--- config.mk ---
export PLATFORM = sky130hd
export DESIGN_NAME = c3f_cell
export DESIGN_NICKNAME = d
export VERILOG_FILES = /design/src/rtl/core/c3f_pkg.sv /design/src/rtl/core/c3f_cell.sv
export SDC_FILE = /design/constraint.sdc
export NUM_CORES = 1
export LEC_CHECK = 0
export BUFFER_PORTS_ARGS = -buffer_cell sky130_fd_sc_hd__buf_2
export CELL_PAD_IN_SITES_DETAIL_PLACEMENT = 1
export CELL_PAD_IN_SITES_GLOBAL_PLACEMENT = 1
export CORE_ASPECT_RATIO = 1.2
export CORE_UTILIZATION = 49
export DETAILED_ROUTE_END_ITERATION = 8
export GPL_ROUTABILITY_DRIVEN = 0
export GPL_TIMING_DRIVEN = 0
export PLACE_DENSITY = 0.8
export SLEW_MARGIN = 20
export SYNTH_ARGS = -nofsm -noshare
export SYNTH_HDL_FRONTEND = slang
export SYNTH_SLANG_ARGS = --single-unit
--- constraint.sdc ---
create_clock -name clk_i -period 4.05 [get_ports clk_i]
set_clock_uncertainty 0.15 [all_clocks]
set_input_delay 0.2025 -clock clk_i [delete_from_list [all_inputs] [get_ports clk_i]]
set_output_delay 0.2025 -clock clk_i [all_outputs]
set_load 0.005 [all_outputs]
--- src/rtl/core/c3f_pkg.sv ---
// Shared types and constants for the 3x3 clamped convolution filter.
// Used by the column cells and the top level; depends on nothing else.
package c3f_pkg;

  localparam int unsigned MAX_WIDTH  = 512;
  localparam int unsigned MAX_HEIGHT = 512;

  localparam int unsigned PIX_W   = 8;
  localparam int unsigned TAP_N   = 3;
  localparam int unsigned KROW_W  = TAP_N * PIX_W;
  localparam int unsigned DIM_W   = 10;
  localparam int unsigned COL_W   = $clog2(MAX_WIDTH);
  localparam int unsigned ROW_W   = $clog2(MAX_HEIGHT + 2);
  localparam int unsigned WUSE_W  = $clog2(MAX_WIDTH + 1);
  localparam int unsigned HUSE_W  = $clog2(MAX_HEIGHT + 1);
  localparam int unsigned LINE_W  = 2 * PIX_W;

  localparam int unsigned PROD_W    = 17;
  localparam int unsigned COL_SUM_W = 18;
  localparam int unsigned TOT_W     = 20;

  localparam int unsigned PADDR_W  = 5;
  localparam int unsigned PDATA_W  = 32;
  localparam int unsigned REG_LSB  = 2;
  localparam int unsigned REG_IDX_W = PADDR_W - REG_LSB;

  localparam logic [PIX_W-1:0]  PIX_MAX    = 8'd255;
  localparam logic [KROW_W-1:0] KTOP_RST   = 24'hFF0001;
  localparam logic [KROW_W-1:0] KMID_RST   = 24'hFE0002;
  localparam logic [KROW_W-1:0] KBOT_RST   = 24'hFF0001;
  localparam logic [DIM_W-1:0]  DIM_RST    = 10'd512;
  localparam int unsigned       DIM_MIN    = 3;

  typedef enum logic [REG_IDX_W-1:0] {
    REG_KTOP   = 3'd0,
    REG_KMID   = 3'd1,
    REG_KBOT   = 3'd2,
    REG_WIDTH  = 3'd3,
    REG_HEIGHT = 3'd4
  } reg_idx_e;

  typedef struct packed {
    logic [PIX_W-1:0] pixel;
    logic             flush;
  } in_item_t;

  typedef struct packed {
    logic [PIX_W-1:0] filtered;
    logic             frame_last;
  } out_item_t;

  typedef logic signed [PIX_W-1:0] tap_t;
  typedef tap_t [TAP_N-1:0] tap_col_t;
  typedef logic [TAP_N-1:0][PIX_W-1:0] pix_col_t;

  typedef struct packed {
    logic load;
    logic clear;
    logic capture;
    logic blank;
    logic sum_en;
  } cell_ctl_t;

endpackage

--- src/rtl/core/c3f_cell.sv ---
// One window column cell: three pixels, their kernel products and the column sum.
// Depends on c3f_pkg.
module c3f_cell (
  input  logic                                   clk_i,
  input  logic                                   rst_ni,
  input  c3f_pkg::cell_ctl_t                     ctl_i,
  input  c3f_pkg::pix_col_t                      col_i,
  input  c3f_pkg::tap_col_t                      taps_i,
  output c3f_pkg::pix_col_t                      col_o,
  output logic signed [c3f_pkg::COL_SUM_W-1:0]   sum_o
);

  c3f_pkg::pix_col_t col_q, col_d;
  logic signed [c3f_pkg::PROD_W-1:0]    prod_q [c3f_pkg::TAP_N];
  logic signed [c3f_pkg::PROD_W-1:0]    prod_d [c3f_pkg::TAP_N];
  logic signed [c3f_pkg::COL_SUM_W-1:0] sum_q, sum_d;
  logic [c3f_pkg::PIX_W-1:0]            px [c3f_pkg::TAP_N];

  always_comb begin
    col_d = col_q;
    if (ctl_i.clear) begin
      col_d = '0;
    end else if (ctl_i.load) begin
      col_d = col_i;
    end
    for (int k = 0; k < c3f_pkg::TAP_N; k++) begin
      px[k]     = ctl_i.blank ? '0 : col_i[k];
      prod_d[k] = c3f_pkg::PROD_W'($signed(taps_i[k]))
                * c3f_pkg::PROD_W'($signed({1'b0, px[k]}));
    end
    sum_d = c3f_pkg::COL_SUM_W'(prod_q[0]) + c3f_pkg::COL_SUM_W'(prod_q[1])
          + c3f_pkg::COL_SUM_W'(prod_q[2]);
  end

  always_ff @(posedge clk_i or negedge rst_ni) begin
    if (!rst_ni) begin
      col_q <= '0;
    end else begin
      col_q <= col_d;
    end
  end

  always_ff @(posedge clk_i) begin
    if (ctl_i.capture) begin
      for (int k = 0; k < c3f_pkg::TAP_N; k++) begin
        prod_q[k] <= prod_d[k];
      end
    end
    if (ctl_i.sum_en) begin
      sum_q <= sum_d;
    end
  end

  assign col_o = col_q;
  assign sum_o = sum_q;

endmodule

### After elaboration in Yosys (flattened, before gate mapping)

Memory sizes are Yosys's and may differ from the RTL's.
Cells that the tools add are included.

| cells by class | value |
|---|---|
| add/subtract/negate cells | 2 |
| multiply operators | 3 |
| reduce and logical (&&, ||, !) cells | 1 |
| multiplexer cells | 7 |

Operators with widths:

| kind | number |
|---|---|
| $mul A8 B9 Y17 | 3 |
| $mux W24 | 2 |
| $mux W8 | 3 |
| $add A17 B17 Y18 | 1 |
| $add A18 B17 Y18 | 1 |
| $mux W1 | 2 |
| $reduce_bool A2 Y1 | 1 |

| word-level totals | value |
|---|---|
| input port bits | 55 |
| logic and storage cells | 18 |
| memories kept | 1 |
| output and inout bits | 42 |
| register bits after elaboration | 42 |
| RAM bits | 51 |

Memory list:

| memory | words | width | rd ports | clocked after Yosys merged registers in | write ports | line | source |
|---|---|---|---|---|---|---|---|
| prod_q | 3 | 17 | 3 | 0 | 3 | c3f_cell.sv:14 | `logic signed [c3f_pkg::PROD_W-1:0] prod_q [c3f_pkg::TAP_N];` |

### Depth between registers and ports, before layout

| logic depth | value |
|---|---|
| depth in word-level cells | 2 |
| gate-level depth with buffers | 20 |
| depth with buffers taken out | 19 |

### Worst setup path before layout

Ideal clock, no wire load.

| path | value |
|---|---|
| path type | in2reg |
| from | input port ctl_i[1] (netlist bit) |
| to | memory prod_q[0][50] (netlist bit), data pin |
| setup time | 190 ps |
| required time | 3710 ps |
| arrival time | 4341 ps |
| path slack | -632 ps |
| stages on the path | 15 |
| buffers on the path | 1 |
| cells stage by stage | clkbuf_1 nor2b_1 nand2_1 fa_1 fa_1 fa_1 fa_1 inv_1 ha_1 nor2b_1 o21ai_1 a21boi_1 o41a_2 mux2i_1 a2111oi_2 |

RTL lines:

| item | line | source |
|---|---|---|
| start: declaration | c3f_cell.sv:6 | `input c3f_pkg::cell_ctl_t ctl_i,` |
| end: declaration | c3f_cell.sv:14 |  |

==> flow_summary_export.csv <==
group,metric,value,unit
outcome,status,"finished, violations left",
outcome,violations,"DRC, setup timing",
worst_hold_path,min-delay-path-class,"in -> reg",
grt,antenna_found_initial,0,
cells_and_area,finalNonFillerCells,1552,
setup_path,crit_path_most_repeated_cell,"sky130_fd_sc_hd__fa_1",
sta,maxSlewHeadroom,0.4905,
sta,grt_setup_unrepaired,"yes",
routing,route.detailed.drc,4,
setup_path,cp_max_fo,8,
cts,clock_tree_from_tritoncts,"built",
routing,avgRoutedWirePerCell,21.84,um
sta,setup-violations-final,19,
sta,fmaxAchievable,222.1,MHz
flow_run,max_cap_violations,0,
yosys,number_of_enable_flip_flop_cells_after_synthesis,69,
yosys,synth_cell_type_count,51,
sta,report.final.hold_viol_count,0,
setup_path,timing.critical_path.cells,"buf_12 -> clkbuf_16 -> buf_12 -> nor2b_4 -> and2_4 -> fa_1 -> fa_1 -> fa_1 -> inv_1 -> fa_1 -> inv_2 -> ha_4 -> a21o_1 -> a21oi_2 -> a21boi_2 -> or2_4 -> a21o_1 -> xor2_1",
cts,ctsLongestPathBuffers,2,
sta,worst_slack,-451.6,ps
power,p_per_area,523.3,nW/um^2
placed_design,detailedPlacementHpwl,23200,um
cts,cts_made_buffers,9,
cts,insertion_delay,360,ps
yosys,synthesis.area_per_instance,10.16,sq um
routing,num_vias,8630,
setup_path,crit_slowest_cell,"sky130_fd_sc_hd__fa_1",
routing,postRouteAntennaNets,0,
setup_path,setup.worst_path.start_class,"input pin",
cells_and_area,layout_stage_area_growth_over_the_synthesis_result,26.55,%
yosys,post-synth-top-area-cell,"sky130_fd_sc_hd__fa_1",
setup_path,reg2regPathDepth,10,
routing,drt_pre_antenna_iters,7,
yosys,most_instantiated_library_cell_after_synthesis,"sky130_fd_sc_hd__inv_1",
grt,grt_pass1_wl,51700,um
cells_and_area,fin_util,0.6383,
setup_path,reg2reg_from,"prod_q[0][1]",
worst_hold_path,min_to,"col_o[8]",
power,max-vdd-ir-drop,0.3616,mV
yosys,synth.top_cell.area_share,0.2343,
floorplan,floorplan.die.height,166.3,um
grt,globalRouteOverflowTotal,0,
setup_path,setup.reg_to_reg.worst_slack,580,ps
placed_design,buffer_ports.inserted,95,
grt,grt_use_total,0.2910,
cells_and_area,ratio_of_cells_with_drive_above_1_in_the_final_layout,0.2770,
setup_path,criticalPathCategory,"in -> reg",
routing,detail_route.wirelength,33900,um
sta,tcrit_tclk_final,1.111,
cts,cts_num_sinks,93,
floorplan,placement_rows,59,
setup_path,critical_path_endpoint_category,"flop",
floorplan,initial_utilization,0.5044,
yosys,synth-async-reset-ratio,0.2581,
floorplan,core_area,21850,sq um
setup_path,critical_path.startpoint,"ctl_i[1]",
setup_path,worst_ep_required_time,4010,ps
worst_hold_path,launch_instance_of_the_worst_min_delay_path,"col_i[8]",
setup_path,critical_path_arrival,4470,ps
placed_design,numPlacedInstances,1454,
cts,clock_tree.htree_level_count,3,
yosys,synth.yosys.seq_area_share,0.2425,
power,p_leak,6.744,nW
sta,worst_pin_slew,764.2,ps
routing,drtIter0Drc,348,
yosys,synth_common_cells,"sky130_fd_sc_hd__inv_1 (184), sky130_fd_sc_hd__ha_1 (145), sky130_fd_sc_hd__fa_1 (129)",
setup_path,r2r-end,"sum_o[17]",
yosys,synth_fp_nets,1414,
grt,vias_in_the_first_global_route,9913,
yosys,postSynth.topFlopCell,"sky130_fd_sc_hd__edfxtp_1",
cts,cts.root.buffer_cell,"sky130_fd_sc_hd__clkbuf_16",
cells_and_area,num_antenna_cells,0,
sta,timing_max_transition_violations_final,0,
sta,smallest_hold_slack,45.52,ps
yosys,synth-seq-cells,93,
yosys,synth.area.top_cells,"sky130_fd_sc_hd__fa_1 (23%), sky130_fd_sc_hd__edfxtp_1 (19%), sky130_fd_sc_hd__ha_1 (16%)",
worst_hold_path,hold_depth,3,
yosys,post_synthesis_instance_area,11020,sq um
yosys,ys_warn_count,0,
grt,grt_max_degree,52,
setup_path,worstPathBufferInverterCount,5,
floorplan,chipWidth,138.9,um
sta,final_period_minus_worst_setup_slack,4502,ps
yosys,syn-instance-count,1085,
cts,cts.clk_slew.worst_paths,70,ps
cells_and_area,design.final.nets,1603,
routing,avgViaCountPerCell,5.561,
floorplan,boundaryPins,97,
floorplan,die-area,23100,sq um
setup_path,worst_path_dominant_cell_family,"adder cells",
setup_path,critical_path_s_largest_stage_delay,530,ps
sta,finalSetupTns,-5500,ps
## placed cells by master, fill, tap and decap left out, types with 7 or more instances in the layout
master	Yosys	layout
sky130_fd_sc_hd__edfxtp_1	69	69
sky130_fd_sc_hd__buf_6	0	13
sky130_fd_sc_hd__and2_4	0	16
sky130_fd_sc_hd__fa_2	0	12
sky130_fd_sc_hd__fa_1	129	117
sky130_fd_sc_hd__buf_2	3	96
sky130_fd_sc_hd__o21ai_0	17	11
sky130_fd_sc_hd__xor2_1	23	23
sky130_fd_sc_hd__nand2b_1	17	14
sky130_fd_sc_hd__clkbuf_16	0	10
sky130_fd_sc_hd__o21ai_2	0	7
sky130_fd_sc_hd__nand3_1	9	9
sky130_fd_sc_hd__nor2_1	65	61
sky130_fd_sc_hd__inv_1	184	163
sky130_fd_sc_hd__nor2b_4	0	25
sky130_fd_sc_hd__dlygate4sd3_1	0	24
sky130_fd_sc_hd__ha_4	0	27
sky130_fd_sc_hd__xnor2_1	18	17
sky130_fd_sc_hd__and2_1	121	105
sky130_fd_sc_hd__a21oi_1	25	17
sky130_fd_sc_hd__a21oi_2	5	9
sky130_fd_sc_hd__buf_4	0	46
sky130_fd_sc_hd__a21o_1	18	18
sky130_fd_sc_hd__nor3_1	14	12
sky130_fd_sc_hd__dfrtp_1	24	24
sky130_fd_sc_hd__nand2_2	0	18
sky130_fd_sc_hd__o21a_1	9	8
sky130_fd_sc_hd__ha_1	145	115
sky130_fd_sc_hd__nand2_1	64	44
sky130_fd_sc_hd__inv_2	0	21
sky130_fd_sc_hd__mux2i_1	25	24
## layout make-up
cell class / instances / area [sq um]
flip-flops and latches: 93 / 2673
fillers: 2306 / 7903
repair buffers: 181 / 1292
inverters: 184 / 690.7
clock buffers: 11 / 242.7
clock inverters: 4 / 50.05
plain buffers: 8 / 55.05
multi-input cells: 797 / 8602
well taps: 274 / 342.8
## metal layers
metal	part of all wire	GRT usage
met1	0.36	0.3116
met2	0.56	0.5628
met3	0.034	0.03922
met4	0.044	0.1290
met5	0	0
## registers in the layout, summed over array words and instances (netlist names)
| name | cells |
|---|---|
| sum_o | 18 |
| col_o | 24 |
| prod_q | 51 |
## worst register-to-register path: stages (launching register included)
cell                       delay, ps
sky130_fd_sc_hd__edfxtp_1        460
sky130_fd_sc_hd__fa_1            590
sky130_fd_sc_hd__ha_1            210
sky130_fd_sc_hd__inv_1            80
sky130_fd_sc_hd__fa_1            450
sky130_fd_sc_hd__nand2b_1        170
sky130_fd_sc_hd__a21oi_2         240
sky130_fd_sc_hd__a21oi_2         140
sky130_fd_sc_hd__or3_1           420
sky130_fd_sc_hd__and3_1          170
sky130_fd_sc_hd__a311oi_2        220
## through the flow
stage	power (mW)	cell area, sq um	setup WS, ps
floorplan	4.582	11590	-217.1
global placement	5.509	12410	-951.5
detailed placement	5.727	12410	-1116
CTS	6.956	13530	-364.2
global route	7.775	13950	-529.5
finish	7.299	13950	-451.6
## worst max-delay path by stage
stage,slack [ps],cells past startpoint,end
after detailed placement,-1120,21,prod_q[0][50]
after CTS,-360,18,prod_q[0][50]
after floorplan,-220,16,prod_q[0][47]
after global placement,-950,21,prod_q[0][50]
after global routing,-530,18,prod_q[0][29]
final,-450,18,prod_q[0][29]
## what timing repair did
item	4_1_cts	5_1_grt
hold buffers	24	0
setup buffers	45	17
endpoints found under the setup margin	23	24
resized for setup	65	60
endpoints found under the hold margin	47	0
pin swaps	40	44
## kinds of logic after synthesis
kind of cell | after synthesis | share of synthesized area
xor gates and xnor gates | 41 | 0.03258
adders and majority gates | 274 | 0.3989
buffers and inverters | 195 | 0.06675
muxes | 25 | 0.02270
AOI/OAI and AO/OA | 120 | 0.07629
DFF | 93 | 0.2425
and+or+nand+nor | 337 | 0.1603
## power breakdown
part | leakage (nW) | switching, mW | total, mW | internal [mW]
registers | 0.991 | 0.169 | 1.68 | 1.51
clock network | 0.138 | 0.406 | 0.899 | 0.493
logic | 5.61 | 2.66 | 4.72 | 2.06
Note: power is estimated with default switching activity, not from simulation.
